[config.mk]
export PLATFORM = sky130hd
export DESIGN_NAME = qmn_divide
export DESIGN_NICKNAME = d
export VERILOG_FILES = /design/src/design/qmn_pkg.sv /design/src/design/qmn_divide.sv
export SDC_FILE = /design/constraint.sdc
export NUM_CORES = 2
export LEC_CHECK = 0
export BUFFER_PORTS_ARGS = -buffer_cell sky130_fd_sc_hd__buf_4
export CAP_MARGIN = 20
export CORE_MARGIN = 1
export CORE_UTILIZATION = 45
export CTS_BUF_LIST = sky130_fd_sc_hd__clkbuf_2 sky130_fd_sc_hd__clkbuf_4 sky130_fd_sc_hd__clkbuf_8
export DETAILED_ROUTE_END_ITERATION = 10
export PLACE_DENSITY_LB_ADDON = 0.15
export SLEW_MARGIN = 10
export SYNTH_ARGS = -nofsm -noshare
export SYNTH_HDL_FRONTEND = slang
export SYNTH_SLANG_ARGS = --single-unit
[constraint.sdc]
create_clock -name clk_i -period 3 [get_ports clk_i]
set_input_delay 0.15 -clock clk_i [delete_from_list [all_inputs] [get_ports clk_i]]
set_output_delay 0.15 -clock clk_i [all_outputs]
set_load 0.05 [all_outputs]
[src/design/qmn_pkg.sv]
// ----------------------------------------------------------------------------
// qmn_pkg: shared constants and types for the quaternion product normaliser
// Holds default widths and the root stage count.
// ----------------------------------------------------------------------------
`default_nettype none

package qmn_pkg;

  localparam int unsigned DefCompWidth = 16;
  localparam int unsigned DefFracBits  = 14;

  // the largest normalised magnitude lies in [2^29, 2^30)
  localparam int unsigned NormWidth = 30;
  // sum of four squares stays below 2^62
  localparam int unsigned SumWidth  = 62;
  localparam int unsigned RootWidth = 31;
  localparam int unsigned RootSteps = 31;

endpackage

`default_nettype wire

[src/design/qmn_divide.sv]
// ----------------------------------------------------------------------------
// qmn_divide: pipelined restoring divider, one quotient bit per stage
// Computes min(2^FRAC, floor(num * 2^FRAC / den)) with stall support.
// ----------------------------------------------------------------------------
`default_nettype none

module qmn_divide import qmn_pkg::*; #(
  parameter int unsigned FRACTION_BITS = DefFracBits
) (
  input  wire logic                   clk_i,
  input  wire logic                   rst_ni,
  input  wire logic                   en_i,
  input  wire logic                   valid_i,
  input  wire logic [NormWidth-1:0]   num_i,
  input  wire logic [RootWidth-1:0]   den_i,
  output logic                        valid_o,
  output logic [FRACTION_BITS:0]      quot_o
);

  // num <= len (len >= largest magnitude), so the quotient fits FRACTION_BITS+2 bits
  localparam int unsigned QW = FRACTION_BITS + 2;
  localparam int unsigned RW = RootWidth + 1;

  logic [QW-1:0]        vld_q;
  logic [RW-1:0]        rem_q [QW];
  logic [RootWidth-1:0] den_q [QW];
  logic [QW-1:0]        quo_q [QW];
  logic [QW-1:0]        sub_q [QW];   // remaining numerator bits, MSB first
  logic [RW-1:0]        rem_d [QW];
  logic [QW-1:0]        quo_d [QW];

  // numerator*2^FRAC fed bitwise: top part is num itself (quotient msb
  // positions start at num >> ... handled by loading num into remainder)
  always_comb begin
    for (int s = 0; s < QW; s++) begin
      logic [RW-1:0]        r_in;
      logic [RootWidth-1:0] d_in;
      logic [QW-1:0]        q_in;
      logic [RW:0]          trial;
      logic                 b_in;
      if (s == 0) begin
        // first step takes num itself as its trial remainder
        r_in = '0;
        d_in = den_i;
        q_in = '0;
        b_in = 1'b0;
      end else begin
        r_in = rem_q[s-1];
        d_in = den_q[s-1];
        q_in = quo_q[s-1];
        b_in = sub_q[s-1][QW-1];
      end
      if (s == 0) begin
        trial = {3'b0, num_i[NormWidth-1:0]};
      end else begin
        trial = {r_in, b_in};
      end
      if (trial >= {2'b0, d_in}) begin
        rem_d[s] = RW'(trial - {2'b0, d_in});
        quo_d[s] = {q_in[QW-2:0], 1'b1};
      end else begin
        rem_d[s] = RW'(trial);
        quo_d[s] = {q_in[QW-2:0], 1'b0};
      end
    end
  end

  always_ff @(posedge clk_i or negedge rst_ni) begin
    if (!rst_ni) begin
      vld_q <= '0;
    end else if (en_i) begin
      vld_q <= {vld_q[QW-2:0], valid_i};
    end
  end

  always_ff @(posedge clk_i) begin
    if (en_i) begin
      for (int s = 0; s < QW; s++) begin
        rem_q[s] <= rem_d[s];
        quo_q[s] <= quo_d[s];
        den_q[s] <= (s == 0) ? den_i : den_q[s-1];
        sub_q[s] <= (s == 0) ? '0 : {sub_q[s-1][QW-2:0], 1'b0};
      end
    end
  end

  // first stage produced the integer bit (num/den), later ones the fraction
  always_comb begin
    logic [QW-1:0] q;
    q = quo_q[QW-1];
    if (q[QW-1:1] > ((QW-1)'(1) << FRACTION_BITS))
      quot_o = (FRACTION_BITS+1)'(1) << FRACTION_BITS;
    else
      quot_o = q[FRACTION_BITS+1:1];
  end

  assign valid_o = vld_q[QW-1];

endmodule

`default_nettype wire

After elaboration in Yosys (flattened, before gate mapping):

Memory sizes are Yosys's and may differ from the RTL's.
Index checks and enable logic that the tools add are counted.

* memory bits (read-only): 0
* output and inout bits: 16
* bits in latches: 0
* memories: 4
* bits in writable memories: 1504
* register bits after elaboration: 16
* input port bits: 65

Memories
* rem_q: depth 16, bits a word 32, read ports 15, clocked after Yosys merged registers in 0, write ports 16, RTL line qmn_divide.sv:25 `logic [RW-1:0] rem_q [QW];`
* den_q: depth 16, bits a word 31, read ports 15, clocked after Yosys merged registers in 0, write ports 16, RTL line qmn_divide.sv:26 `logic [RootWidth-1:0] den_q [QW];`
* quo_q: depth 16, bits a word 16, read ports 16, clocked after Yosys merged registers in 0, write ports 16, RTL line qmn_divide.sv:27 `logic [QW-1:0] quo_q [QW];`
* sub_q: depth 16, bits a word 15, read ports 15, clocked after Yosys merged registers in 0, write ports 16, RTL line qmn_divide.sv:28 `logic [QW-1:0] sub_q [QW];`

* eq/ne operators: 0
* bitwise gates (word level): 0
* $mul: 0
* reductions and logical operators: 0
* $lt $le $gt $ge: 17
* div/mod/pow operators: 0
* add/subtract/negate cells: 16
* shift-type cells: 0
* mux-type cells: 35

Operator list (number)
* 32-bit two-way mux: 16
* 33-bit by 31-bit greater-or-equal comparator with 1-bit output: 15
* 32-bit by 31-bit subtractor with 32-bit output: 15
* 30-bit by 31-bit subtractor with 32-bit output: 1
* 30-bit by 31-bit greater-or-equal comparator with 1-bit output: 1
* 1-bit two-way mux: 18
* 15-bit > comparator, second input constant: 1
* 15-bit two-way mux: 1

Logic depth before layout (Yosys ltp):

An unclocked memory read counts as a cell.

* depth after elaboration: 3
* gate-level depth with buffers: 15

Least setup slack after synthesis:

OpenSTA, ideal clock, no wires.

* path kind: reg-to-reg
* start point: memory rem_q[0][205] (netlist bit)
* end point: memory rem_q[0][230] (netlist bit), data pin
* setup time: 0.262 ns
* cell stages (with the launch flop): 12
* arrival: 2.846 ns
* path slack: -0.108 ns
* path buffers: 2
* path through: edfxtp_1 -> ha_1 -> buf_2 -> a211oi_2 -> nor2_1 -> or4_4 -> a2111oi_4 -> o22ai_1 -> o221ai_2 -> and2_4 -> buf_6 -> mux2_1

RTL lines (RTL line)
* start, declared: qmn_divide.sv:25

==> impl_metrics.yaml <==
logic_synthesis:
  synth-seq-cells: 1033
  synth_cell_type_count: 103
  synthCells: 5702
  synth_top_area_cell: "edfxtp_1"
  synth_fa_ha_area_frac: 0.0985
  synth-compound-area-share: 0.164
  ys.flop_type: "edfxtp_1"
  synth-simple-area-share: 0.0993
  synth_edf_count: 1017
  async_flop_share: 0.0155
  avgSynthCellArea_um2: 10.8
  synth_area_mm2: 0.0617
  yosys_warnings: 0
  syn_nets: 6244
  yosysSeqAreaShare: 0.502
  synthXorXnorAreaFrac: 0.0513
  ys_top_cells_by_area: "edfxtp_1 50%, ha_1 9.4%, a21oi_1 3.9%"
  synth_top_family_by_area: "compound AO/OA/AOI/OAI gates"
  synthMuxAreaShare: 0.0368
  synth_top_area_frac: 0.495
floorplanning:
  num_rows: 135
  start_util: 0.455
  pin_count: 81
  core_mm2: 0.136
  die_h_um: 372
  dieArea_mm2: 0.138
  die-width_um: 372
global_routing:
  grt-ovfl-total: 0
  antenna_found_initial: 1
  grt_max_degree: 94
  grt_pass1_wl_mm: 266
  gr-usage-all-layers: 0.246
  grt_pass1_vias: 49589
critical_path:
  critPathArrivalTime_ps: 3950
  cp_max_fo: 5
  endpoint_kind: "register"
  cp-start-kind: "register"
  path_class: "reg -> reg"
  required_ps: 3660
placement:
  place_congestion: 0.918
  dp_hpwl_mm: 127
  port_buffers: 80
  dp_slack_ps: -599
  placed_cell_area_mm2: 0.0724
timing:
  fin_skew_ps: 56.5
  final.min_clock_period_ps: 3290
  grt_setup_unrepaired: "yes"
  fmax_ghz: 0.304
  setup_viol: 247
  setup_ws_ps: -291
  period_share: 1.10
  final_hold_viol_count: 0
  timing.slew.headroom: 0.455
  worstMarginPinSlew_ps: 797
  slew_viol_final: 0
flow_run:
  cap_violations: 0
drt:
  via_per_inst: 5.35
  totalWireLength_mm: 174
  num_vias: 48959
  drt_iter0_markers: 3134
  wire_per_inst_um: 19.1
  firstDrtPassIters: 5
  remaining_drc_errors: 0
  ant_nets: 0
cells_and_area:
  area_growth_pct: 35.8
  final_nets: 7756
  layout-drive-gt1-share: 0.338
  design_area_mm2: 0.0838
pwr:
  p_per_area_mw_per_mm2: 1060
  ir_drop_uv: 527
  p_leak_nw: 36.3
clock_tree:
  cts_made_buffers: 177
  cts.clk_slew.worst_paths_ps: 60
  cts.sinks: 1033
  clk_latency_ps: 940
  cts_buffer_depth: 3
  htree_num_levels: 4
  root_buffer: "clkbuf_8"
  cts_tree: "done"
outcome:
  status: "finished with violations"
  violations: "negative setup slack"
worst_hold_path:
  hp-class: "in -> reg"
[final cells by class]
type                       instances  area [um^2]
tap                             1781         2230
clock inverter                   107         1020
timing repair buffer            1505        13000
sequential                      1033        30900
clock buffer                     218         2740
timing repair inverter             3         52.6
inverter                         586         2230
multi-input combinational       3908        31500
fill                           10966        51900
antenna                            3         7.51
[cells in the final DEF (no fill, tap or decap), types with 44 or more instances in the layout]
master	count
a21o_1	244
a21oi_1	401
a21oi_2	69
and3_1	45
buf_12	52
buf_4	1232
buf_6	64
clkbuf_8	177
dlygate4sd3_1	108
edfxtp_1	1017
ha_1	405
ha_4	49
inv_1	560
mux2_2	58
mux2_4	123
nand2_1	353
nand2_2	44
nand2b_1	48
nand3_1	77
nand4_1	89
nor2_1	274
nor2b_1	64
nor3_1	52
o21a_1	52
o21ai_0	238
o21ai_1	46
o21ai_2	95
o21bai_1	53
xnor2_1	225
xor2_1	131
[per-layer routing]
metal	up-vias	wire, um	global-route usage
li1	23962	-	-
met1	23618	71600	0.289
met2	1051	88900	0.446
met3	328	6510	0.0349
met4	0	7200	0.106
met5	-	0	0
[state kept, by name (all words and copies together) (netlist names)]
| register | count |
|---|---|
| rem_q | 448 |
| vld_q | 16 |
| quo_q | 135 |
| den_q | 434 |
[cell families (layout without fill, tap and decap cells)]
kind of cell	after synthesis	after routing
AO/OA/AOI/OAI	1592	1593
flip-flops	1033	1033
other	0	3
AND/OR/NAND/NOR	1283	1283
XOR/XNOR	361	361
multiplexers	194	194
adder cells (fa/ha/maj)	477	477
buffers and inverters	762	2419
[cell usage after synthesis, drive strengths merged, types with 22 or more instances]
library cell	n
o21ai	408
nor4	22
a21oi	484
xor2	135
a211oi	36
o31ai	35
nand2b	51
a31oi	44
and2	26
clkbuf	124
a21o	244
nand3	85
o21bai	58
ha	463
nand4	89
nor2b	77
nor2	321
nor3	62
edfxtp	1017
inv	586
buf	52
o21a	56
mux2	182
and3	51
nand2	420
xnor2	226
[critical path: stages (launching register included)]
cell,delay [ps]
edfxtp_1,440
ha_4,290
nor2b_4,120
o21a_1,170
o21ai_2,90
a2111o_1,430
o21ai_1,150
buf_4,170
o21ai_4,70
a311oi_4,370
nor4_4,90
buf_6,160
buf_16,140
mux2_4,300
[worst paths after layout]
check,from,to,slack [ps],cells past startpoint
worst max-delay path,rem_q[0][224],rem_q[1][19],-290,13
worst min-delay path,num_i[4],rem_q[0][4],110,4
worst max register to register,rem_q[0][224],rem_q[1][19],-290,13
worst min register to register,quo_q[1][19],quo_q[1][36],410,0
max in group asynchronous,rst_ni,vld_q[0],2220,3
min in group asynchronous,rst_ni,vld_q[13],330,3
[what timing repair did]
| action | 4_1_cts | 5_1_grt |
|---|---|---|
| setup endpoints to repair | 397 | 417 |
| gates cloned | 27 | 8 |
| hold buffers | 108 | 0 |
| pin swaps | 174 | 176 |
| resized for setup | 603 | 543 |
| buffers inserted | 138 | 73 |
| hold endpoints to repair | 360 | 0 |
[report_power, final]
| part | switching (mW) | total [mW] | leakage, nW | internal [mW] |
|---|---|---|---|---|
| logic | 24.6 | 50.8 | 24.2 | 26.1 |
| clock network | 6.20 | 13.5 | 1.96 | 7.33 |
| registers | 2.68 | 24.3 | 10.1 | 21.6 |
[through the flow]
step / TNS, ps / power (mW) / std cells / hold WS, ps / util
final: -32490 / 88.5 / 9144 / 112 / 0.618
after global routing: -63760 / 93.8 / 9143 / 56.9 / 0.617
after CTS: -30630 / 84.7 / 9086 / 5.23 / 0.599
after detailed placement: -75660 / 64.7 / 8500 / 22.8 / 0.534
after global placement: -64610 / 64.3 / 8500 / 12.4 / 0.534
after floorplan: -68.9 / 48.4 / 5702 / -146 / -
Power figures use the tool's default switching activity.
